==> config.mk <==
export PLATFORM = sky130hd
export DESIGN_NAME = cde_ctrl
export DESIGN_NICKNAME = d
export VERILOG_FILES = /design/src/cde_pkg.sv /design/src/cde_ctrl.sv
export SDC_FILE = /design/constraint.sdc
export NUM_CORES = 1
export LEC_CHECK = 0
export BUFFER_PORTS_ARGS = -buffer_cell sky130_fd_sc_hd__buf_4
export CORE_MARGIN = 2
export CORE_UTILIZATION = 45
export DETAILED_ROUTE_END_ITERATION = 12
export PLACE_DENSITY = 0.7
export SLEW_MARGIN = 10
export SYNTH_ARGS = -nofsm -noshare
export SYNTH_HDL_FRONTEND = slang
export SYNTH_SLANG_ARGS = --single-unit
==> constraint.sdc <==
create_clock -name clk -period 1.3 [get_ports clk]
set_input_delay 0.065 -clock clk [delete_from_list [all_inputs] [get_ports clk]]
set_output_delay 0.065 -clock clk [all_outputs]
set_load 0.1 [all_outputs]
==> src/cde_pkg.sv <==
// Package for the circular deque engine.
// Holds operation codes, status codes, controller command codes and the
// command/status structs shared by controller and datapath.
package cde_pkg;

    localparam int WORD_W  = 32;
    localparam int FUNC_W  = 4;
    localparam int STAT_W  = 2;
    localparam int COUNT_W = 7;

    // Operation codes carried by func
    localparam logic [FUNC_W-1:0] OP_PUSH_FRONT = 4'd0;
    localparam logic [FUNC_W-1:0] OP_PUSH_BACK  = 4'd1;
    localparam logic [FUNC_W-1:0] OP_POP_FRONT  = 4'd2;
    localparam logic [FUNC_W-1:0] OP_POP_BACK   = 4'd3;
    localparam logic [FUNC_W-1:0] OP_PEEK_FRONT = 4'd4;
    localparam logic [FUNC_W-1:0] OP_PEEK_BACK  = 4'd5;
    localparam logic [FUNC_W-1:0] OP_CLEAR      = 4'd6;
    localparam logic [FUNC_W-1:0] OP_REVERSE    = 4'd7;
    localparam logic [FUNC_W-1:0] OP_SORT       = 4'd8;

    // Result status codes
    localparam logic [STAT_W-1:0] ST_OK    = 2'd0;
    localparam logic [STAT_W-1:0] ST_FULL  = 2'd1;
    localparam logic [STAT_W-1:0] ST_EMPTY = 2'd2;

    // Datapath command codes
    localparam int CMD_W = 5;
    localparam logic [CMD_W-1:0] CMD_NONE      = 5'd0;
    localparam logic [CMD_W-1:0] CMD_LOAD      = 5'd1;
    localparam logic [CMD_W-1:0] CMD_PUSH      = 5'd2;
    localparam logic [CMD_W-1:0] CMD_READ      = 5'd3;
    localparam logic [CMD_W-1:0] CMD_TAKE      = 5'd4;
    localparam logic [CMD_W-1:0] CMD_CLEAR     = 5'd5;
    localparam logic [CMD_W-1:0] CMD_WALK_INIT = 5'd6;
    localparam logic [CMD_W-1:0] CMD_GRD       = 5'd7;
    localparam logic [CMD_W-1:0] CMD_GWR       = 5'd8;
    localparam logic [CMD_W-1:0] CMD_PASS_INIT = 5'd9;
    localparam logic [CMD_W-1:0] CMD_SRD0      = 5'd10;
    localparam logic [CMD_W-1:0] CMD_SH0       = 5'd11;
    localparam logic [CMD_W-1:0] CMD_SRD       = 5'd12;
    localparam logic [CMD_W-1:0] CMD_SCMP      = 5'd13;
    localparam logic [CMD_W-1:0] CMD_SEND      = 5'd14;
    localparam logic [CMD_W-1:0] CMD_PRD       = 5'd15;
    localparam logic [CMD_W-1:0] CMD_PWR       = 5'd16;
    localparam logic [CMD_W-1:0] CMD_FINISH    = 5'd17;
    localparam logic [CMD_W-1:0] CMD_EMPTY     = 5'd18;
    localparam logic [CMD_W-1:0] CMD_FULL      = 5'd19;

    typedef struct packed {
        logic [CMD_W-1:0] code;
    } cde_cmd_t;

    typedef struct packed {
        logic [FUNC_W-1:0] op;
        logic              empty;
        logic              full;
        logic              few;        // fewer than two entries
        logic              walk_last;  // walk index at last entry
        logic              pass_last;  // walk index at pass limit
        logic              lim_one;    // final sort pass
    } cde_stat_t;

endpackage

==> src/cde_ctrl.sv <==
// Controller state machine of the circular deque engine.
// Sequences datapath commands per request. Uses cde_pkg.
module cde_ctrl (
    input  logic               clk,
    input  logic               rst_n,
    input  logic               in_valid,
    input  logic               out_stall,
    input  cde_pkg::cde_stat_t stat,
    output logic               in_stall,
    output logic               out_valid,
    output cde_pkg::cde_cmd_t  cmd
);
    import cde_pkg::*;

    localparam logic [3:0] S_IDLE  = 4'd0;
    localparam logic [3:0] S_EXEC  = 4'd1;
    localparam logic [3:0] S_RDATA = 4'd2;
    localparam logic [3:0] S_GRD   = 4'd3;
    localparam logic [3:0] S_GWR   = 4'd4;
    localparam logic [3:0] S_PINIT = 4'd5;
    localparam logic [3:0] S_SRD0  = 4'd6;
    localparam logic [3:0] S_SH0   = 4'd7;
    localparam logic [3:0] S_SRD   = 4'd8;
    localparam logic [3:0] S_SCMP  = 4'd9;
    localparam logic [3:0] S_SEND  = 4'd10;
    localparam logic [3:0] S_SINIT = 4'd11;
    localparam logic [3:0] S_PRD   = 4'd12;
    localparam logic [3:0] S_PWR   = 4'd13;
    localparam logic [3:0] S_DONE  = 4'd14;

    logic [3:0] state_reg, state_next;
    logic       out_valid_reg, out_valid_next;
    logic       accept;
    logic       finish;

    assign in_stall  = (state_reg != S_IDLE);
    assign accept    = in_valid && !in_stall;
    assign out_valid = out_valid_reg;
    // Load the output register once any earlier result has left
    assign finish    = (state_reg == S_DONE) && !(out_valid_reg && out_stall);

    // Next state and command
    always_comb
    begin
        state_next = state_reg;
        cmd.code = CMD_NONE;
        case (state_reg)
            S_IDLE:
                if (accept)
                begin
                    cmd.code = CMD_LOAD;
                    state_next = S_EXEC;
                end
            S_EXEC:
            begin
                state_next = S_DONE;
                case (stat.op)
                    OP_PUSH_FRONT, OP_PUSH_BACK:
                        cmd.code = stat.full ? CMD_FULL : CMD_PUSH;
                    OP_POP_FRONT, OP_POP_BACK, OP_PEEK_FRONT, OP_PEEK_BACK:
                        if (stat.empty)
                            cmd.code = CMD_EMPTY;
                        else
                        begin
                            cmd.code = CMD_READ;
                            state_next = S_RDATA;
                        end
                    OP_CLEAR:
                        cmd.code = CMD_CLEAR;
                    OP_REVERSE, OP_SORT:
                        if (!stat.few)
                        begin
                            cmd.code = CMD_WALK_INIT;
                            state_next = S_GRD;
                        end
                    default:
                        cmd.code = CMD_NONE;
                endcase
            end
            S_RDATA:
            begin
                cmd.code = CMD_TAKE;
                state_next = S_DONE;
            end
            S_GRD:
            begin
                cmd.code = CMD_GRD;
                state_next = S_GWR;
            end
            S_GWR:
            begin
                cmd.code = CMD_GWR;
                if (!stat.walk_last)
                    state_next = S_GRD;
                else if (stat.op == OP_SORT)
                    state_next = S_PINIT;
                else
                    state_next = S_SINIT;
            end
            S_PINIT:
            begin
                cmd.code = CMD_PASS_INIT;
                state_next = S_SRD0;
            end
            S_SRD0:
            begin
                cmd.code = CMD_SRD0;
                state_next = S_SH0;
            end
            S_SH0:
            begin
                cmd.code = CMD_SH0;
                state_next = S_SRD;
            end
            S_SRD:
            begin
                cmd.code = CMD_SRD;
                state_next = S_SCMP;
            end
            S_SCMP:
            begin
                cmd.code = CMD_SCMP;
                state_next = stat.pass_last ? S_SEND : S_SRD;
            end
            S_SEND:
            begin
                cmd.code = CMD_SEND;
                state_next = stat.lim_one ? S_SINIT : S_SRD0;
            end
            S_SINIT:
            begin
                cmd.code = CMD_WALK_INIT;
                state_next = S_PRD;
            end
            S_PRD:
            begin
                cmd.code = CMD_PRD;
                state_next = S_PWR;
            end
            S_PWR:
            begin
                cmd.code = CMD_PWR;
                state_next = stat.walk_last ? S_DONE : S_PRD;
            end
            S_DONE:
                // Hold here while the previous result waits
                if (finish)
                begin
                    cmd.code = CMD_FINISH;
                    state_next = S_IDLE;
                end
            default:
                state_next = S_IDLE;
        endcase
    end

    // Hold the result until taken
    always_comb
    begin
        out_valid_next = out_valid_reg;
        if (out_valid_reg && !out_stall)
            out_valid_next = 1'b0;
        if (finish)
            out_valid_next = 1'b1;
    end

    always_ff @(posedge clk or negedge rst_n)
    begin
        if (!rst_n)
        begin
            state_reg <= S_IDLE;
            out_valid_reg <= 1'b0;
        end
        else
        begin
            state_reg <= state_next;
            out_valid_reg <= out_valid_next;
        end
    end

endmodule

**Word-level counts from Yosys, hierarchy flattened**

Index checks and enable logic that the tools add are counted.

- Eq/ne operators: 24
- Mux-type cells: 20
- Reduce and logical (&&, ||, !) cells: 15

Operators by type and width:

| cell | number |
|---|---|
| case mux 5 bit (15 select lines) | 1 |
| case mux 4 bit (15 select lines) | 1 |
| == test 4 x 3 -> 1 bit, second input constant | 8 |
| == test 4 bit, second input constant | 8 |
| two-way mux 4 bit | 7 |
| case mux 5 bit (4 select lines) | 1 |
| == test 4 x 2 -> 1 bit, second input constant | 4 |
| two-way mux 5 bit | 3 |
| == test 4 x 1 -> 1 bit, second input constant | 2 |
| zero test 4 bit | 2 |
| case mux 4 bit (2 select lines) | 1 |
| logical AND 1 bit | 4 |
| two-way mux 2 bit | 2 |
| inequality test 2 bit, second input constant | 2 |
| nonzero test 4 bit | 1 |
| OR reduction 2 bit | 2 |
| OR reduction 4 bit | 1 |
| zero test 1 bit | 3 |
| two-way mux 1 bit | 3 |
| two-way mux 3 bit | 1 |
| AND reduction 2 bit | 1 |
| nonzero test 2 bit | 1 |

- Flip-flop bits (word level): 5
- Bits of input ports: 14
- Output and inout bits: 7
- Word-level logic and storage cells: 61

**Logic depth before layout (Yosys ltp)**

- Word-level depth: 5
- Gate-level depth with buffers: 6
- Depth with buffers taken out: 4

**Worst setup path after synthesis**

Ideal clock, no wire load.

- Kind: flip-flop to output port
- Start point: reg out_valid_reg, in the netlist out_valid
- End point: out cmd[4] (netlist bit)
- Arrival: 2.745 ns
- Data required time: 1.235 ns
- Slack: -1.510 ns
- Cell stages (with the launch flop): 5
- Buffers on the path: 0
- Cell sequence: dfrtp_1 > nand2_1 > nand2_1 > mux2_2 > o22ai_1

RTL lines:

| element | RTL line | RTL |
|---|---|---|
| from (decl) | cde_ctrl.sv:32 | `logic out_valid_reg, out_valid_next;` |
| from (signal assigned) | cde_ctrl.sv:177 | `out_valid_reg <= out_valid_next;` |
| to (decl) | cde_ctrl.sv:11 | `output cde_pkg::cde_cmd_t cmd` |

==> flow_metrics.tcl <==
set metrics [dict create \
    io_buffers 20 \
    r2r_cells 7 \
    fillCellCount 24 \
    die_height_um 44.30 \
    setup_viol 11 \
    fin_crit_ns 1.799 \
    cp_top_family "compound AO/OA/AOI/OAI gates" \
    yosys.area_share.simple 0.2723 \
    synthFlopType "dfrtp_1" \
    grt_antenna_before_repair 0 \
    critPathMaxStageDelay_ns 0.40 \
    critPathKind "reg -> out" \
    ys_warn_count 0 \
    violations "negative setup slack" \
    layout_commonest_cell "buf_4" \
    ys_ff_latch 5 \
    die-area_mm2 0.001962 \
    netlist_area_um2 730.7 \
    synth_edf_count 0 \
    final_cell_mix "43 x buf_4, 10 x buf_6, 8 x nand2_1" \
    drive_gt1_frac 0.6358 \
    grt_pass1_vias 1061 \
    routed_via_density 7.293 \
    timing.hold.ws_ns 0.1391 \
    grt_pass1_wl_mm 5.016 \
    routed_wl_mm 4.454 \
    fin_ws_ns -0.4992 \
    place_hpwl_mm 1.789 \
    syn_inst 97 \
    ant_nets 0 \
    largest_reg_flops 4 \
    boundaryPins 21 \
    gp_congestion 0.9421 \
    grt_setup_unrepaired "yes" \
    initial_utilization 0.4850 \
    r2r_setup_slack_ns -0.17 \
    grt_usage 0.3615 \
    dp_slack_ns -0.2731 \
    async_reset_ff_frac 1.000 \
    drt_pass1_iterations 5 \
    slew_viol_final 0 \
    fin_setup_tns_ns -3.210 \
    synthTopCellsByArea "dfrtp_1 17%, a21oi_1 6.2%, buf_4 5.1%, nand2_1 5.1%, a31oi_1 4.3%" \
    cts_root_buffer "clkbuf_4" \
    yosys.area_share.xor_xnor 0.01199 \
    status "complete, but fails checks" \
    ys_seq_area_frac 0.1712 \
    synth_top_family_by_area "compound AO/OA/AOI/OAI gates" \
    clock_skew_ns 0.02162 \
    cpMaxStageDelayCell "a221o_4" \
    cts_inserted_buffers 3 \
    clockBufferDepth 2 \
    vias 1218 \
    clkTransAtPathRegs_ns 0.07 \
    r2r-end "state_reg[3]$_DFFE_PN0P_" \
    cp_max_fo 11 \
    drt_iter0_drc 116 \
    synth_compound_area_frac 0.3545 \
    crit_required_ns 1.24 \
    antenna_cells 0 \
    cts_max_level 1 \
    yosysUniqueCellTypes 42 \
    startpoint_type "flop" \
    dieWidth_um 44.30 \
    worstMarginPinSlew_ns 0.4666 \
    fmax_ghz 0.5558 \
    area_growth_pct 100.5 \
    clkLatencyLatePin_ns 0.28 \
    crit_buf_inv 2 \
    grt_overflow 0 \
    core_area_mm2 0.001506 \
    syn_nets 111 \
    grt_max_degree 12 \
    hold_violations 0 \
    fin_crit_sh 1.384 \
    post-route-drc-count 0 \
    crit_path_cell_trace "buf_6 > nor2_4 > mux2_4 > a221o_4 > buf_12" \
    rows 14 \
    min_path_type "in -> async" \
    cts.sinks 5 \
    cp.arrival_ns 1.73 \
    yosys.area_share.adder 0 \
    fin_nets 166 \
    routedWlPerCell_um 26.67 \
    muxShareOfSynthArea 0.07192 \
    synth_top_cell_area_share 0.1712 \
    maxCapViolCount 0 \
    slew_headroom 0.6883 \
    r2r-start "state_reg[0]$_DFFE_PN0P_" \
    syn-mean-instance-area_um2 7.533 \
    synth.largest_area_cell "dfrtp_1" \
    cts_tree "done" \
    end_kind "output port" \
]
[timing repair]
item	4_1_cts	5_1_grt
setup endpoints to repair	10	10
buffers inserted	8	3
hold buffers	1	0
gates resized for setup	41	10
hold endpoints to repair	5	0
pin swaps	5	2
[worst max-delay path by stage]
| stage | cells past startpoint | slack (ns) | from | to |
|---|---|---|---|---|
| 2_1_floorplan | 3 | -0.46 | state_reg[2]$_DFFE_PN0P_ | cmd[2] |
| 3_3_place_gp | 4 | -0.26 | state_reg[0]$_DFFE_PN0P_ | cmd[2] |
| 3_5_place_dp | 4 | -0.27 | state_reg[0]$_DFFE_PN0P_ | cmd[2] |
| 4_1_cts | 4 | -0.43 | state_reg[0]$_DFFE_PN0P_ | cmd[2] |
| 5_1_grt | 4 | -0.51 | state_reg[0]$_DFFE_PN0P_ | cmd[2] |
| 6_report | 5 | -0.50 | state_reg[0]$_DFFE_PN0P_ | cmd[1] |
[layout make-up]
type	count	area (um2)	area share
clock inverter	1	5.005	0.003416
tap	16	20.02	0.01366
timing repair buffer	60	565.5	0.3860
sequential	5	130.1	0.08881
multi-input combinational	79	710.7	0.4851
clock buffer	3	22.52	0.01537
inverter	3	11.26	0.007686
[synth_stat cells (2+ instances only)]
master    count
mux2i_1       3
inv_1         3
o31a_1        2
a21oi_1       9
o21ai_0       5
buf_2         3
nor2_1        8
dfrtp_1       5
nand2b_1      2
mux2_2        2
a31oi_1       5
or4b_1        2
buf_4         5
nand2_1      10
nor2b_1       5
buf_6         2
[kinds of logic (layout without fill, tap and decap cells)]
logic type,count (synthesis),after routing
muxes,5,5
and+or+nand+nor,36,36
AOI/OAI and AO/OA,37,37
DFF,5,5
xor gates and xnor gates,1,1
buffers and inverters,13,67
[routing by layer]
layer	vias to the layer above	global-route usage	share of wire	routed length, um
met5	-	0	0	0
met4	0	0.2061	0.10	455
met3	62	0.08571	0.12	535
met2	141	0.6441	0.46	2066
met1	541	0.3860	0.31	1396
li1	474	-	-	-
[through the flow]
stage | util | instances | instance area, um2
2_1_floorplan | - | 97 | 857.1
3_3_place_gp | 0.7558 | 151 | 1139
3_5_place_dp | 0.7558 | 151 | 1139
4_1_cts | 0.9269 | 164 | 1396
5_1_grt | 0.9726 | 167 | 1465
6_report | 0.9726 | 167 | 1465
Power is not shown: default switching activity piles up to over one toggle a cycle in this logic, so the estimate is an artifact.
